$ cat config.mk
export PLATFORM = sky130hd
export DESIGN_NAME = accumulator_machine_core
export DESIGN_NICKNAME = d
export VERILOG_FILES = /design/src/hw/rtl/acm_pkg.sv /design/src/hw/rtl/accumulator_machine_core.sv
export SDC_FILE = /design/constraint.sdc
export NUM_CORES = 2
export LEC_CHECK = 0
export ABC_AREA = 1
export BUFFER_PORTS_ARGS = -buffer_cell sky130_fd_sc_hd__clkbuf_2
export CORE_MARGIN = 2
export CORE_UTILIZATION = 40
export CTS_CLUSTER_SIZE = 20
export DETAILED_ROUTE_END_ITERATION = 7
export REMOVE_ABC_BUFFERS = 1
export SETUP_SLACK_MARGIN = 0.15
export SLEW_MARGIN = 5
export SYNTH_ARGS = -nofsm -noshare
export SYNTH_HDL_FRONTEND = slang
export SYNTH_SLANG_ARGS = --single-unit
$ cat constraint.sdc
create_clock -name clk -period 26.5 [get_ports clk]
set_input_delay 1.325 -clock clk [delete_from_list [all_inputs] [get_ports clk]]
set_output_delay 1.325 -clock clk [all_outputs]
set_load 0.02 [all_outputs]
$ cat src/hw/rtl/acm_pkg.sv
// shared widths, action codes and opcodes of the accumulator machine
`default_nettype none

package acm_pkg;

  localparam int WORD_W    = 32;
  localparam int ADDR_W    = 5;
  localparam int ACT_W     = 2;
  localparam int OP_W      = 4;
  localparam int OP_LSB    = 13;
  localparam int IMM_BIT   = 31;
  localparam int LINES_DEF = 32;

  // slave tdata: word_addr, word_data, padded to whole bytes
  localparam int S_DATA_W = 40;
  // master tdata: four words and two flags, padded to whole bytes
  localparam int M_DATA_W = 136;

  localparam logic [ACT_W-1:0] ACT_LOAD    = 2'd0;
  localparam logic [ACT_W-1:0] ACT_STEP    = 2'd1;
  localparam logic [ACT_W-1:0] ACT_READ    = 2'd2;
  localparam logic [ACT_W-1:0] ACT_RESTART = 2'd3;

  localparam logic [OP_W-1:0] OP_JMP  = 4'd0;
  localparam logic [OP_W-1:0] OP_JRP  = 4'd1;
  localparam logic [OP_W-1:0] OP_LDN  = 4'd2;
  localparam logic [OP_W-1:0] OP_STO  = 4'd3;
  localparam logic [OP_W-1:0] OP_SUB  = 4'd4;
  localparam logic [OP_W-1:0] OP_SUB2 = 4'd5;
  localparam logic [OP_W-1:0] OP_CMP  = 4'd6;
  localparam logic [OP_W-1:0] OP_STP  = 4'd7;
  localparam logic [OP_W-1:0] OP_LDA  = 4'd8;
  localparam logic [OP_W-1:0] OP_STN  = 4'd9;
  localparam logic [OP_W-1:0] OP_ADD  = 4'd10;
  localparam logic [OP_W-1:0] OP_LAST = OP_ADD;

endpackage

`default_nettype wire

$ cat src/hw/rtl/accumulator_machine_core.sv
// accumulator machine: store memory, accumulator, counter and step sequencer
//
//  channel | dir | handshake               | payload
//  s_      | in  | s_tvalid / s_tready     | s_tuser action, s_tdata word_addr, word_data
//  m_      | out | m_tvalid / m_tready     | m_tdata read_data .. bad_opcode
//
// a load passes issue and done, a read issue, read wait and done, a step issue, fetch,
// operand and done, set by the single read port of the store memory with its registered
// read data; a bad opcode leaves fetch for done, a restart or a halted step goes to done.
// when LINES is not a power of two each address goes through a reciprocal-multiply
// remainder unit, adding multiply, scale and reduce steps to every load, read and
// running step. after reset a clearing pass writes zero to the store with s_tready low.
// one word is in flight at a time; the next is taken while a result waits in m_tdata.
`default_nettype none

module accumulator_machine_core
  import acm_pkg::*;
#(
  parameter int LINES = LINES_DEF
) (
  input  wire logic                 clk,
  input  wire logic                 rst,
  input  wire logic                 s_tvalid,
  output logic                      s_tready,
  // [4:0] word_addr, [36:5] word_data, rest zero
  input  wire logic [S_DATA_W-1:0]  s_tdata,
  // [1:0] action
  input  wire logic [ACT_W-1:0]     s_tuser,
  output logic                      m_tvalid,
  input  wire logic                 m_tready,
  // [31:0] read_data, [63:32] acc_value, [95:64] counter_value,
  // [127:96] fetched_word, [128] halted, [129] bad_opcode, rest zero
  output logic [M_DATA_W-1:0]       m_tdata
);

  localparam int LB           = $clog2(LINES);
  localparam bit LinesPow2    = (LINES & (LINES - 1)) == 0;
  localparam int MulSh        = WORD_W + LB;
  localparam longint RecipFull = (longint'(1) << MulSh) / longint'(LINES);
  localparam logic [WORD_W:0] Recip = (WORD_W+1)'(RecipFull);
  localparam logic [WORD_W-1:0] LinesW = WORD_W'(LINES);
  localparam logic [LB:0] LinesV = (LB+1)'(LINES);
  localparam logic [LB-1:0] LinesM1 = LB'(LINES - 1);
  localparam logic [1:0] ModMul   = 2'd0;
  localparam logic [1:0] ModScale = 2'd1;

  localparam logic [2:0] S_CLEAR  = 3'd0;
  localparam logic [2:0] S_IDLE   = 3'd1;
  localparam logic [2:0] S_MOD    = 3'd2;
  localparam logic [2:0] S_ISSUE  = 3'd3;
  localparam logic [2:0] S_RDWAIT = 3'd4;
  localparam logic [2:0] S_FETCH  = 3'd5;
  localparam logic [2:0] S_OPER   = 3'd6;
  localparam logic [2:0] S_DONE   = 3'd7;

  logic [2:0]          state;
  logic [LB-1:0]       clr_idx;
  logic [ACT_W-1:0]    act_q;
  logic [WORD_W-1:0]   wdata_q;
  logic [WORD_W-1:0]   div_sh;
  logic [2*WORD_W:0]   mod_prod;
  logic [WORD_W-1:0]   mod_quot;
  logic [WORD_W-1:0]   mod_qmul;
  logic [WORD_W-1:0]   mod_diff;
  logic [LB-1:0]       rem;
  logic [LB-1:0]       rem_red;
  logic [1:0]          mod_cnt;
  logic [WORD_W-1:0]   acc;
  logic [WORD_W-1:0]   counter;
  logic [WORD_W-1:0]   pw;
  logic                stopped;
  logic [WORD_W-1:0]   rd_val;
  logic                bad;
  logic [M_DATA_W-1:0] out_word;

  logic [WORD_W-1:0]   mem [LINES];
  logic [WORD_W-1:0]   rd_q;
  logic                mem_we;
  logic [LB-1:0]       mem_waddr;
  logic [WORD_W-1:0]   mem_wdata;
  logic [LB-1:0]       mem_raddr;

  logic [LB-1:0]       idx;
  logic [OP_W-1:0]     fetch_op;
  logic [OP_W-1:0]     oper_op;
  logic [LB-1:0]       oper_line;
  logic [WORD_W-1:0]   oper_data;
  logic                s_acc;
  logic                out_free;

  // line field reduced mod LINES: it is below twice LINES
  function automatic logic [LB-1:0] line_idx(input logic [WORD_W-1:0] w);
    logic [LB:0] l;
    l = {1'b0, w[LB-1:0]};
    if (l >= LinesV) begin
      l = l - LinesV;
    end
    return l[LB-1:0];
  endfunction

  assign s_tready = (state == S_IDLE);
  assign s_acc    = s_tvalid && s_tready;
  assign out_free = !m_tvalid || m_tready;
  assign m_tdata  = out_word;

  // remainder unit: quotient estimate by reciprocal, at most one short
  assign mod_quot = {{(LB-1){1'b0}}, mod_prod[2*WORD_W:MulSh]};
  assign mod_diff = div_sh - mod_qmul;
  assign rem_red  = (mod_diff >= LinesW) ? LB'(mod_diff - LinesW) : mod_diff[LB-1:0];

  assign idx       = LinesPow2 ? div_sh[LB-1:0] : rem;
  assign fetch_op  = rd_q[OP_LSB +: OP_W];
  assign oper_op   = pw[OP_LSB +: OP_W];
  assign oper_line = line_idx(pw);
  assign oper_data = pw[IMM_BIT] ? {{(WORD_W-LB){1'b0}}, pw[LB-1:0]} : rd_q;

  // memory port control
  always_comb begin
    mem_we    = 1'b0;
    mem_waddr = idx;
    mem_wdata = wdata_q;
    mem_raddr = idx;
    case (state)
      S_CLEAR: begin
        mem_we    = 1'b1;
        mem_waddr = clr_idx;
        mem_wdata = '0;
      end
      S_ISSUE: begin
        mem_we = (act_q == ACT_LOAD);
      end
      S_FETCH: begin
        mem_raddr = line_idx(rd_q);
      end
      S_OPER: begin
        mem_waddr = oper_line;
        if (oper_op == OP_STO) begin
          mem_we    = 1'b1;
          mem_wdata = acc;
        end else if (oper_op == OP_STN) begin
          mem_we    = 1'b1;
          mem_wdata = (~acc) + 1'b1;
        end
      end
      default: begin
        mem_we = 1'b0;
      end
    endcase
  end

  always_ff @(posedge clk) begin
    if (mem_we) begin
      mem[mem_waddr] <= mem_wdata;
    end
    rd_q <= mem[mem_raddr];
  end

  always_ff @(posedge clk) begin
    if (rst) begin
      state    <= S_CLEAR;
      clr_idx  <= '0;
      acc      <= '0;
      counter  <= '0;
      pw       <= '0;
      stopped  <= 1'b0;
      m_tvalid <= 1'b0;
      mod_cnt  <= '0;
    end else begin
      if (m_tvalid && m_tready && (state != S_DONE)) begin
        m_tvalid <= 1'b0;
      end
      case (state)
        S_CLEAR: begin
          clr_idx <= clr_idx + 1'b1;
          if (clr_idx == LinesM1) begin
            state <= S_IDLE;
          end
        end
        S_IDLE: begin
          if (s_acc) begin
            act_q   <= s_tuser;
            wdata_q <= s_tdata[ADDR_W +: WORD_W];
            rd_val  <= '0;
            bad     <= 1'b0;
            mod_cnt <= '0;
            if (s_tuser == ACT_RESTART) begin
              acc     <= '0;
              counter <= '0;
              pw      <= '0;
              stopped <= 1'b0;
              state   <= S_DONE;
            end else if ((s_tuser == ACT_STEP) && stopped) begin
              state <= S_DONE;
            end else begin
              state <= LinesPow2 ? S_ISSUE : S_MOD;
              if (s_tuser == ACT_STEP) begin
                counter <= counter + 1'b1;
                div_sh  <= counter + 1'b1;
              end else begin
                div_sh <= {{(WORD_W-ADDR_W){1'b0}}, s_tdata[ADDR_W-1:0]};
              end
            end
          end
        end
        S_MOD: begin
          mod_cnt <= mod_cnt + 1'b1;
          if (mod_cnt == ModMul) begin
            mod_prod <= {{(WORD_W+1){1'b0}}, div_sh} * {{WORD_W{1'b0}}, Recip};
          end else if (mod_cnt == ModScale) begin
            mod_qmul <= mod_quot * LinesW;
          end else begin
            rem   <= rem_red;
            state <= S_ISSUE;
          end
        end
        S_ISSUE: begin
          case (act_q)
            ACT_LOAD: state <= S_DONE;
            ACT_READ: state <= S_RDWAIT;
            default:  state <= S_FETCH;
          endcase
        end
        S_RDWAIT: begin
          rd_val <= rd_q;
          state  <= S_DONE;
        end
        S_FETCH: begin
          pw <= rd_q;
          if (fetch_op > OP_LAST) begin
            bad   <= 1'b1;
            state <= S_DONE;
          end else begin
            state <= S_OPER;
          end
        end
        S_OPER: begin
          case (oper_op)
            OP_JMP:           counter <= oper_data;
            OP_JRP:           counter <= counter - oper_data;
            OP_LDN:           acc     <= (~oper_data) + 1'b1;
            OP_SUB, OP_SUB2:  acc     <= acc - oper_data;
            OP_CMP: begin
              if (acc[WORD_W-1]) begin
                counter <= counter + 1'b1;
              end
            end
            OP_STP:           stopped <= 1'b1;
            OP_LDA:           acc     <= oper_data;
            OP_ADD:           acc     <= acc + oper_data;
            default: begin
              // stores go through the memory port
            end
          endcase
          state <= S_DONE;
        end
        S_DONE: begin
          if (out_free) begin
            m_tvalid <= 1'b1;
            out_word <= {{(M_DATA_W-4*WORD_W-2){1'b0}}, bad, stopped,
                         pw, counter, acc, rd_val};
            state    <= S_IDLE;
          end
        end
        default: begin
          state <= S_IDLE;
        end
      endcase
    end
  end

endmodule

`default_nettype wire

After elaboration in Yosys (flattened, before gate mapping)
Memories as Yosys holds them, arrays and structs flattened. A register that Yosys moved wholly into a read port is not among the register bits.
Cells that the tools add are included.
W data, S select, Z words.
{"block": "classes", "add_sub_neg": 8, "n_mul": 0, "div": 0, "n_lt_le_gt_ge": 1, "n_eq_ne": 36, "shifts": 0, "mux": 48, "n_bitwise": 5, "reduce_logical": 27}
{"operator": "$mux W32", "count": 11}
{"operator": "$pmux W32 S2", "count": 5}
{"operator": "$pmux W32 S4", "count": 1}
{"operator": "$add A32 B1 Y32 const B", "count": 3}
{"operator": "$pmux W32 S3", "count": 1}
{"operator": "$not A32 Y32", "count": 2}
{"operator": "$sub A32 B32 Y32", "count": 2}
{"operator": "$add A32 B32 Y32", "count": 1}
{"operator": "$mux W3", "count": 7}
{"operator": "$pmux W3 S7", "count": 1}
{"operator": "$eq A4 B3 Y1 const B", "count": 4}
{"operator": "$mux W1", "count": 13}
{"operator": "$eq A3 B3 Y1 const B", "count": 4}
{"operator": "$eq A4 B4 Y1 const B", "count": 3}
{"operator": "$reduce_and A3 Y1", "count": 4}
{"operator": "$reduce_and A4 Y1", "count": 3}
{"operator": "$mux W5", "count": 2}
{"operator": "$ne A2 B2 Y1 const B", "count": 5}
{"operator": "$pmux W5 S2", "count": 1}
{"operator": "$reduce_and A5 Y1", "count": 2}
{"operator": "$ne A3 B3 Y1 const B", "count": 3}
{"operator": "$eq A4 B2 Y1 const B", "count": 2}
{"operator": "$pmux W2 S2", "count": 2}
{"operator": "$reduce_bool A2 Y1", "count": 4}
{"operator": "other kinds (26)", "count": 39}
{"block": "totals", "regBits": 310, "latch_bits": 0, "ram_bits": 1024, "rom_bits": 0, "input_bits": 46, "out_inout_bits": 138, "word_cells": 140, "n_memories": 1}
{"memory": "mem", "depth": 32, "width": 32, "read_ports": 1, "rd_clocked_by_memory_dff": 1, "write_ports": 1, "line_no": "accumulator_machine_core.sv:76", "source": "logic [WORD_W-1:0] mem [LINES];"}

Depth between registers and ports, before layout
{"block": "depth", "depth_word": 6, "depth_mapped": 28, "depth_no_buf": 26}

Least setup slack after synthesis
OpenSTA, ideal clock, no wires.
{"block": "synth_timing", "path_kind": "in2reg", "from": "input rst", "to": "register out_word[0], in the netlist m_tdata[0], enable pin", "setup_ns": 0.937, "t_arrival_ns": 13.993, "required_time_ns": 25.563, "setup_slack_ns": 11.570, "stages": 3, "path_buffers": 2, "path_cell_list": "clkbuf_1 clkbuf_1 nor4_1"}
{"block": "synth_between", "elab_chain_len": 2}
{"item": "start: declaration", "line_no": "accumulator_machine_core.sv:22", "source": "input wire logic rst,"}
{"item": "$not A1 Y1 (no line)"}
{"item": "$reduce_and A3 Y1 (no line)"}
{"item": "end signal: assignment", "line_no": "accumulator_machine_core.sv:259", "source": "out_word <= {{(M_DATA_W-4*WORD_W-2){1'b0}}, bad, stopped,"}
{"item": "end: declaration", "line_no": "accumulator_machine_core.sv:74", "source": "logic [M_DATA_W-1:0] out_word;"}
No other way between the ends.
A chain may end at the register's enable or synchronous reset.

Worst setup path in the final report
{"block": "layout_timing", "from": "register state[2]", "to": "register rd_q[10] (read register of mem)"}
{"block": "layout_between", "elab_chain_len": 2}
{"item": "start: declaration", "line_no": "accumulator_machine_core.sv:56", "source": "logic [2:0] state;"}
{"item": "start signal: assignment", "line_no": "accumulator_machine_core.sv:195", "source": "state <= LinesPow2 ? S_ISSUE : S_MOD;"}
{"item": "$eq A3 B3 Y1", "line_no": "accumulator_machine_core.sv:123", "source": "case (state)"}
{"item": "$mux W5", "line_no": "accumulator_machine_core.sv:123"}
{"item": "end: declaration", "line_no": "accumulator_machine_core.sv:77", "source": "logic [WORD_W-1:0] rd_q;"}
No other way between the ends.

==> qor.csv <==
stage;metric;value;unit
sta;max_freq;177;MHz
yosys;yosysMostFrequentCell;edfxtp_1;
critical_path;timing.rr.end;rd_q[10];
worst_hold_path;hold_path.class;flop to flop;
cts;cts-root-buf;clkbuf_16;
critical_path;cpPeakStageDelay;0.90;ns
critical_path;critical_path.max_fanout;106;
yosys;yosys-top-cells-count;edfxtp_1, nor2_1, o21ai_0, nand2_1, inv_1;
finish;antenna_cells;0;
power;cellLeakagePower;0.0224;uW
critical_path;cpMostUsedCell;buf_4;
grt;grt_pass1_wl;272;mm
yosys;syn_area_per_cell;11.0;um^2
critical_path;rr_worst_depth;13;
cts;cts_setup_buffers;0;
grt;grt_max_degree;247;
finish;areaGrowthSynthToFinish;13.2;%
yosys;ys_seq_elements;1366;
sta;tightest_slew;1.31;ns
drt;routed-via-count;44100;
worst_hold_path;hp-start;rd_val[10];
yosys;synth.cell_area;0.0600;mm^2
drt;wire_per_inst;24.3;um
sta;relSlewSlack;0.130;
grt;grt_overflow;0;
drt;wirelength;187;mm
yosys;synthXorXnorAreaFrac;0.00628;
drt;drc;0;
die;die_area;0.153;mm^2
yosys;synth_top_area_share;0.613;
cts;clk_path_buf_depth;3;
grt;antenna_found_initial;4;
yosys;muxShareOfSynthArea;0;
sta;rsz0062_at_grt;no;
yosys;async_flop_share;0;
die;dieWidth;391;um
sta;whs;0.416;ns
die;die_y;391;um
die;coreArea;0.149;mm^2
sta;setup_viol;0;
critical_path;cp_slowest_cell;buf_4;
die;fp-row-count;142;
cts;cts.sink_count;1366;
yosys;yosys_most_used_dff;edfxtp_1;
yosys;synth-compound-area-share;0.144;
cts;ctsHoldBuffers;0;
critical_path;path_buf_inv;5;
yosys;synth_adder_area_share;0.0163;
sta;clock_skew;0.0426;ns
cts;insertion_delay;0.80;ns
cts;cts_buffers;149;
drt;drtPass1Iterations;6;
sta;slew_violations;0;
critical_path;critPathKind;flop to flop;
place;detailed_place_hpwl;111;mm
yosys;synth_top_family_by_area;compound AO/OA/AOI/OAI gates;
yosys;synth_largest_area_cell;edfxtp_1;
yosys;synth_simple_gate_area_frac;0.131;
critical_path;crit_path_end_kind;flop;
sta;fin_crit;5.66;ns
grt;grt_pass1_vias;41300;
place;globalplace.congestion;0.936;
finish;layout-drive-gt1-share;0.107;
critical_path;path_cells;inv_2 > nor2_8 > o21ai_4 > buf_4 > inv_6 > buf_4 > buf_4 > o21ai_0 > o221ai_1 > nand3_1 > nand2_1 > nor2_1 > a31oi_1;
run_status;status;finished clean;
sta;finalCritPeriodShare;0.214;
finish;num-nets-final;5677;
power;powerDensity;64.8;mW/mm^2
flow_run;cap_violations;0;
critical_path;critPathRequiredTime;27.10;ns
cts;post_cts_resized;0;
worst_hold_path;min_delay_worst_endpoint;m_tdata[10];
cts;cts.htree.levels;4;
critical_path;crit_path_start_kind;flop;
critical_path;crit_path_start;state[2];
die;start_util;0.402;
drt;ant_nets;0;
yosys;synth.distinct_cells;64;
power;ir_worst_vdd;0.0000696;V
die;ioPinCount;184;
sta;fin_setup_tns;0;ns
critical_path;path_delay_family;buffers and inverters;
yosys;synthCells;5441;
yosys;synth_edf_count;1226;
worst_hold_path;hold_depth;0;
critical_path;rrSetupSlack;20.84;ns
drt;drtIter0Drc;5161;
yosys;ys_top_cells_by_area;edfxtp_1, o21ai_0, nor2_1;
grt;grtUsageTotal;0.240;
drt;viasPerCell;5.74;
sta;hold_viol;0;
critical_path;arrival;6.27;ns
cts;clk_pin_slew;0.07;ns
yosys;yosysWarnings;0;
cts;cts_tree;done;
place;port_buffers;174;
yosys;ys_seq_area_frac;0.660;
critical_path;r2r-start;state[2];
[kinds of logic (layout without fill, tap and decap cells)]
group,count (synthesis),count (layout)
AO/OA/AOI/OAI,1465,1465
XOR/XNOR,43,43
adder cells (fa/ha/maj),77,77
buffers and inverters,613,839
flip-flops,1366,1366
other,1,6
AND/OR/NAND/NOR,1876,1876
[state kept, by name, summed over array words and instances, names as in the netlist]
signal and count:
act_q 2, stopped 1, mem 1024, rd_val 32
div_sh 5, mod_cnt 2, pw 32, state 3
wdata_q 32, acc 32, m_tdata 130, rd_q 32
clr_idx 5, m_tvalid 1, bad 1, counter 32
[worst max path at each step]
stage	endpoint	slack, ns	cells past startpoint
floorplan	m_tdata[0]	11.73	1
global placement	rd_q[10]	20.99	13
detailed placement	rd_q[10]	20.95	13
CTS	rd_q[10]	20.91	13
global route	rd_q[10]	20.57	13
finish	rd_q[10]	20.84	13
[where the power goes]
group	leakage [uW]	internal [uW]	switching (uW)	total, uW
logic	0.00860	7.77	34.3	42.1
registers	0.0115	2330	3.47	2340
clock network	0.00228	1170	856	2030
total	0.0224	3510	893	4400
[final cells by class]
cell class | instances | area (um^2)
flip-flops and latches | 1366 | 39600
multi-input cells | 3467 | 18300
fillers | 13700 | 81500
clock buffers | 208 | 4090
well taps | 2016 | 2520
repair buffers | 265 | 1610
clock inverters | 61 | 633
inverters | 305 | 1170
[worst register-to-register path: stages (launching register included)]
cell      delay (ns)
dfxtp_1         0.52
inv_2           0.17
nor2_8          0.62
o21ai_4         0.09
buf_4           0.27
inv_6           0.71
buf_4           0.71
buf_4           0.94
o21ai_0         0.29
o221ai_1        0.26
nand3_1         0.13
nand2_1         0.12
nor2_1          0.05
a31oi_1         0.59
[placed cells by master, fill, tap and decap left out, types with 9 or more instances in the layout]
cell type / n
nor2_2: 19
buf_4: 88
or2_2: 15
ha_1: 75
a21oi_1: 252
bufinv_16: 9
nor2_1: 775
o21ai_2: 13
clkinv_2: 17
o21ai_0: 721
o21a_1: 10
o211ai_1: 63
a31oi_1: 44
xor2_1: 41
nor3_1: 46
clkbuf_16: 152
inv_1: 282
clkbuf_1: 48
nor4_1: 23
nand2_2: 10
dfxtp_1: 140
inv_2: 10
o21ai_1: 39
nand3_1: 271
edfxtp_1: 1226
clkbuf_2: 173
nand2_1: 624
o22ai_1: 43
o221ai_1: 229
nor2_4: 35
clkinv_1: 22
nand4_1: 30
[per-stage QoR]
stage | utilization | total power [uW] | setup WS [ns] | area [um^2] | cells
6_report | 0.455 | 4400 | 20.84 | 67900 | 7688
5_1_grt | 0.455 | 4520 | 20.57 | 67900 | 7688
4_1_cts | 0.454 | 4440 | 20.91 | 67900 | 7688
3_5_place_dp | 0.423 | 2420 | 20.95 | 63200 | 7419
3_3_place_gp | 0.423 | 2420 | 20.99 | 63200 | 7419
2_1_floorplan | - | 2400 | 11.73 | 58600 | 5138
[layer usage]
metal | wire [um] | global-route usage | vias up
met2 | 85200 | 0.375 | 2030
met4 | 5680 | 0.0797 | 0
li1 | - | - | 20100
met1 | 80600 | 0.342 | 21700
met3 | 15600 | 0.0368 | 298
met5 | 0 | 0 | -
Note: power is estimated with default switching activity, not from simulation.
